<file path="config.mk">
export PLATFORM = sky130hd
export DESIGN_NAME = ppl_cov_cell
export DESIGN_NICKNAME = d
export VERILOG_FILES = /design/src/rtl/ppl_cov_pkg.sv /design/src/rtl/ppl_cov_cell.sv
export SDC_FILE = /design/constraint.sdc
export NUM_CORES = 2
export LEC_CHECK = 0
export ABC_AREA = 1
export BUFFER_PORTS_ARGS = -buffer_cell sky130_fd_sc_hd__buf_2
export CORE_UTILIZATION = 51
export CTS_CLUSTER_SIZE = 8
export DETAILED_ROUTE_END_ITERATION = 8
export PLACE_DENSITY = 0.71
export RECOVER_POWER = 25
export SLEW_MARGIN = 20
export SYNTH_ARGS = -nofsm -noshare
export SYNTH_HDL_FRONTEND = slang
export SYNTH_SLANG_ARGS = --single-unit
</file>
<file path="constraint.sdc">
create_clock -name clk -period 8.2 [get_ports clk]
set_clock_uncertainty 0.15 [all_clocks]
set_input_delay 1.64 -clock clk [delete_from_list [all_inputs] [get_ports clk]]
set_output_delay 1.64 -clock clk [all_outputs]
set_load 0.05 [all_outputs]
</file>
<file path="src/rtl/ppl_cov_pkg.sv">
// Shared constants, types and helpers for the point and line coverage block.
package ppl_cov_pkg;

    localparam int NUM_SLOTS  = 16;
    localparam int COORD_BITS = 12;
    localparam int SLOT_BITS  = 4;
    localparam int DEPTH_BITS = 16;
    localparam int COLOR_BITS = 24;
    localparam int PIX_BITS   = 11;
    localparam int KIND_BITS  = 2;
    // Wide enough for the error term 2*|dx*dy'-dy*dx'| of any coordinates
    localparam int PROD_BITS  = 2 * (COORD_BITS + 2) + 2;

    localparam logic [KIND_BITS-1:0] KIND_EMPTY = 2'd0;
    localparam logic [KIND_BITS-1:0] KIND_POINT = 2'd1;
    localparam logic [KIND_BITS-1:0] KIND_LINE  = 2'd2;

    localparam logic CMD_LOAD  = 1'b0;
    localparam logic CMD_QUERY = 1'b1;

    typedef logic signed [COORD_BITS-1:0] coord_t;

    // Load or query token that ripples down the chain of cells
    typedef struct packed {
        logic                           valid;
        logic                           query;
        logic [SLOT_BITS-1:0]           slot;
        logic [KIND_BITS-1:0]           kind;
        coord_t                         ax;
        coord_t                         ay;
        logic signed [DEPTH_BITS-1:0]   az;
        coord_t                         bx;
        coord_t                         by;
        logic [COLOR_BITS-1:0]          prim_color;
        logic [PIX_BITS-1:0]            px;
        logic [PIX_BITS-1:0]            py;
        logic [COLOR_BITS-1:0]          bg_color;
        logic                           found;
        logic                           best_point;
        logic signed [DEPTH_BITS-1:0]   best_depth;
        logic [COLOR_BITS-1:0]          best_color;
    } token_t;

endpackage

</file>
<file path="src/rtl/ppl_cov_cell.sv">
// One slot of the primitive table plus its two-stage coverage test.
module ppl_cov_cell
    import ppl_cov_pkg::*;
(
    input  logic                 clk,
    input  logic                 rst_n,
    input  logic [SLOT_BITS-1:0] my_slot,
    input  token_t               tok_in,
    output token_t               tok_out
);

    localparam int DB = COORD_BITS + 2;

    logic [KIND_BITS-1:0] kind_reg;
    coord_t x1_reg, y1_reg, x2_reg, y2_reg;
    logic signed [DEPTH_BITS-1:0] depth_reg;
    logic [COLOR_BITS-1:0] color_reg;

    // stage 1 registers and the stage 2 output token
    token_t t1_reg;
    logic   pt_hit_reg, ln_simple_reg, ln_box_reg;
    logic signed [PROD_BITS-1:0] p1_reg, p2_reg;
    logic [DB-1:0] adx_reg;
    token_t tok_reg;

    logic load_me;
    logic [KIND_BITS-1:0] kind_st;
    logic swap;

    always_comb
    begin
        load_me = tok_in.valid && (tok_in.query == CMD_LOAD) && (tok_in.slot == my_slot);
        kind_st = (tok_in.kind == KIND_POINT || tok_in.kind == KIND_LINE) ? tok_in.kind
                                                                        : KIND_EMPTY;
        swap    = (kind_st == KIND_LINE) && !(tok_in.ax < tok_in.bx);
    end

    always_ff @(posedge clk or negedge rst_n)
    begin
        if (!rst_n)
            kind_reg <= KIND_EMPTY;
        else if (load_me)
            kind_reg <= kind_st;
    end

    always_ff @(posedge clk)
    begin
        if (load_me)
        begin
            x1_reg    <= swap ? tok_in.bx : tok_in.ax;
            y1_reg    <= swap ? tok_in.by : tok_in.ay;
            x2_reg    <= swap ? tok_in.ax : tok_in.bx;
            y2_reg    <= swap ? tok_in.ay : tok_in.by;
            depth_reg <= tok_in.az;
            color_reg <= tok_in.prim_color;
        end
    end

    // stage 1: compare and multiply
    logic signed [DB-1:0] px_s, py_s, x1s, y1s, x2s, y2s, dx, dy, rx, ry;
    logic hz, vt, inbox;

    always_comb
    begin
        px_s = DB'($signed({1'b0, tok_in.px}));
        py_s = DB'($signed({1'b0, tok_in.py}));
        x1s  = DB'(x1_reg);
        y1s  = DB'(y1_reg);
        x2s  = DB'(x2_reg);
        y2s  = DB'(y2_reg);
        dx   = x2s - x1s;
        dy   = y2s - y1s;
        rx   = px_s - x1s;
        ry   = py_s - y1s;
        hz   = (dy == '0) && (py_s == y2s) && (px_s >= x1s) && (px_s <= x2s);
        vt   = (dx == '0) && (px_s == x2s) &&
               (((py_s >= y1s) && (py_s <= y2s)) || ((py_s >= y2s) && (py_s <= y1s)));
        inbox = (((px_s >= x1s) && (px_s <= x2s)) || ((px_s >= x2s) && (px_s <= x1s))) &&
                (((py_s >= y1s) && (py_s <= y2s)) || ((py_s >= y2s) && (py_s <= y1s)));
    end

    always_ff @(posedge clk or negedge rst_n)
    begin
        if (!rst_n)
            t1_reg <= '0;
        else
            t1_reg <= tok_in;
    end

    always_ff @(posedge clk)
    begin
        pt_hit_reg    <= (kind_reg == KIND_POINT) && (x1s == px_s) && (y1s == py_s);
        ln_simple_reg <= (kind_reg == KIND_LINE) && (hz || (!(dy == '0 && py_s == y2s) && vt));
        ln_box_reg    <= (kind_reg == KIND_LINE) && !(dy == '0 && py_s == y2s)
                         && !(dx == '0 && px_s == x2s) && inbox;
        p1_reg  <= PROD_BITS'(dx * ry);
        p2_reg  <= PROD_BITS'(dy * rx);
        adx_reg <= dx[DB-1] ? DB'(-dx) : DB'(dx);
    end

    // stage 2: distance test and depth select
    logic signed [PROD_BITS-1:0] e, ae;
    logic ln_hit;
    token_t nt;

    always_comb
    begin
        e      = p1_reg - p2_reg;
        ae     = e[PROD_BITS-1] ? -e : e;
        ln_hit = ln_simple_reg || (ln_box_reg && ((ae <<< 1) < $signed({1'b0, adx_reg})));
        nt     = t1_reg;
        if (t1_reg.valid && t1_reg.query == CMD_QUERY)
        begin
            if (pt_hit_reg && (!t1_reg.found || depth_reg > t1_reg.best_depth ||
                (!t1_reg.best_point && depth_reg == t1_reg.best_depth)))
            begin
                nt.found      = 1'b1;
                nt.best_point = 1'b1;
                nt.best_depth = depth_reg;
                nt.best_color = color_reg;
            end
            else if (ln_hit && (!t1_reg.found || t1_reg.best_depth < 0))
            begin
                nt.found      = 1'b1;
                nt.best_point = 1'b0;
                nt.best_depth = '0;
                nt.best_color = color_reg;
            end
        end
    end

    always_ff @(posedge clk or negedge rst_n)
    begin
        if (!rst_n)
            tok_reg <= '0;
        else
            tok_reg <= nt;
    end

    assign tok_out = tok_reg;

endmodule
</file>
==> summary.txt <==
Synthesized Nets: 4281
final setup fails: 0
crit-path most repeated cell: nand2_1
CTS sink cnt: 527
ys async rst share: 70.2%
Via Count: 25562
NumNets Final: 4902
slew margin rel.: 34.4%
Hold Fails Final Rpt: 0
Final Instance Area: 40600 um^2
status: completed
most frequent cells in the layout: inv_1 (682), nand2_1 (667), dfrtp_1 (370)
total CTS buffers: 77
number of global-route vias before repair: 26514
antenna-violating nets left: 0
Synthesis Warnings: 0
drt wl/cell: 17.7 um
post-route core utilization: 62.6%
first-pass iteration count of the detailed router: 5
synthesized area: 33600 um^2
first-pass GRT wire length: 141000 um
die footprint: 67000 um^2
kind of critical path: input port to flip-flop
FMAX: 127 MHz
Total GRT Usage: 27.3%
Final Cycle Share: 96.0%
H-tree levels: 3
Vias/cell: 5.09
CTS tree: done
CP endpoint kind: flip-flop
post-DP HPWL: 70100 um
Worst path max stage delay: 0.51 ns
IO buf count: 373
Crit-path slowest cell: fa_1
Min-Delay Path Class: flip-flop to flip-flop
layout cells sized above 1: 17.1%
Post-synth EDFFs: 88
clock slew at reported path FFs: 0.05 ns
Slew Limit Fails: 0
Worst Max-Slew Pin Slew: 0.984 ns
ys flop type: dfrtp_1
initial antenna violation count: 10
I/O Pins: 374
Syn Area/Cell: 9.63 um^2
pre-CTS WS: -0.490 ns
Die Width: 259 um
CP Launch Type: input port
largest net degree at the start of global routing: 144
Yosys cell types: 52
Synth Register Bits: 527
routed wire length: 88900 um
cell count after synthesis: 3492
max reg flops: 184
Area growth syn-to-layout: 20.6%
Final WS setup: 0.330 ns
worst-case clock buffer depth: 3
drt first-iter violations: 1575
root buffer cell: clkbuf_16
Max FO, Critical Path: 4
setup TNS: 0 ns
most common cell after layout, fill and taps aside: inv_1
drt drc: 0
Placeable Area: 64800 um^2
Critical Path AT: 8.25 ns
CTS Hold Bufs: 0
minimum clock period: 7.87 ns
Post-DP Area: 38100 um^2
max_cap viols: 0
clock latency on the worst-skew pair: 0.65 ns
total gr overflow: 0
# rows: 93
WP data required: 8.58 ns
Seq/Total Area, Yosys: 39.5%
Placer Congestion: 0.937
die height: 259 um
Initial Util: 51.9%
[stage by stage]
step,hold slack [ns],std cells
after CTS,0.171,5010
after detailed placement,0.185,4884
final,0.165,5024
after global placement,0.181,4884
after global routing,0.181,5024
after floorplan,0.181,3492
[Yosys cell counts, drive strengths merged (7+ instances only)]
library cell | instances | area (um^2)
nor3 | 25 | 136
ha | 270 | 3380
a21oi | 159 | 800
edfxtp | 88 | 2640
nand3b | 12 | 90.1
inv | 694 | 2610
clkbuf | 45 | 169
nor2 | 296 | 1110
dfxtp | 69 | 1380
clkinv | 7 | 26.3
nand4 | 29 | 181
nand2 | 680 | 2580
xor2 | 66 | 578
or2 | 25 | 156
o21ai | 79 | 395
buf | 7 | 50.1
o21bai | 7 | 52.6
fa | 329 | 6590
nand3 | 148 | 763
dfrtp | 370 | 9260
xnor2 | 32 | 280
o211ai | 8 | 60.1
[worst paths after layout]
path / from / to / slack (ns) / cells after the start
max in group asynchronous: rst_n / tok_out[177]$_DFF_PN0_ / 5.64 / 2
worst min register to register: nt[136]$_DFF_PN0_ / tok_out[136]$_DFF_PN0_ / 0.16 / 0
min in group asynchronous: rst_n / nt[56]$_DFF_PN0_ / 0.79 / 1
worst min-delay path: nt[136]$_DFF_PN0_ / tok_out[136]$_DFF_PN0_ / 0.16 / 0
worst max-delay path: tok_in[66] / p1_reg[23]$_DFF_P_ / 0.33 / 35
worst max register to register: y1_reg[0]$_DFFE_PP_ / p2_reg[24]$_DFF_P_ / 0.50 / 31
[worst max-delay path: cells and delay by family]
kind	cells	cell delay, ns
AOI/OAI and AO/OA	10	1.24
xor gates and xnor gates	2	0.35
adders and majority gates	9	3.79
buffers and inverters	5	0.32
and+or+nand+nor	9	0.90
[cells by family after synthesis]
family,after synthesis,synth area share (%)
fa+ha+maj,599,29.6
simple gates,1223,15.1
compound gates,291,4.77
other cells,1,0.0111
flops,527,39.5
buf+inv,753,8.47
xor+xnor,98,2.55
[per-layer routing]
layer  vias to the layer above  GRT usage (%)  routed length, um
met3                       211           4.07               5270
met1                     12442           35.7              37000
met2                       856           45.6              43200
met4                         0           11.3               3480
li1                      12053              -                  -
met5                         -              0                  0
[cell type report]
cell class	instances	area, um^2
well taps	855	1070
inverters	701	2630
clock buffers	117	2100
flip-flops and latches	527	13300
repair buffers	594	3460
multi-input cells	2212	17800
fillers	5269	24200
clock inverters	9	235
diodes	9	22.5
[what timing repair did]
item	CTS	global route
setup endpoints to repair	0	14
setup buffers	0	5
gates resized for setup	0	44
Power is not shown: default switching activity piles up to over one toggle a cycle in this logic, so the estimate is an artifact.
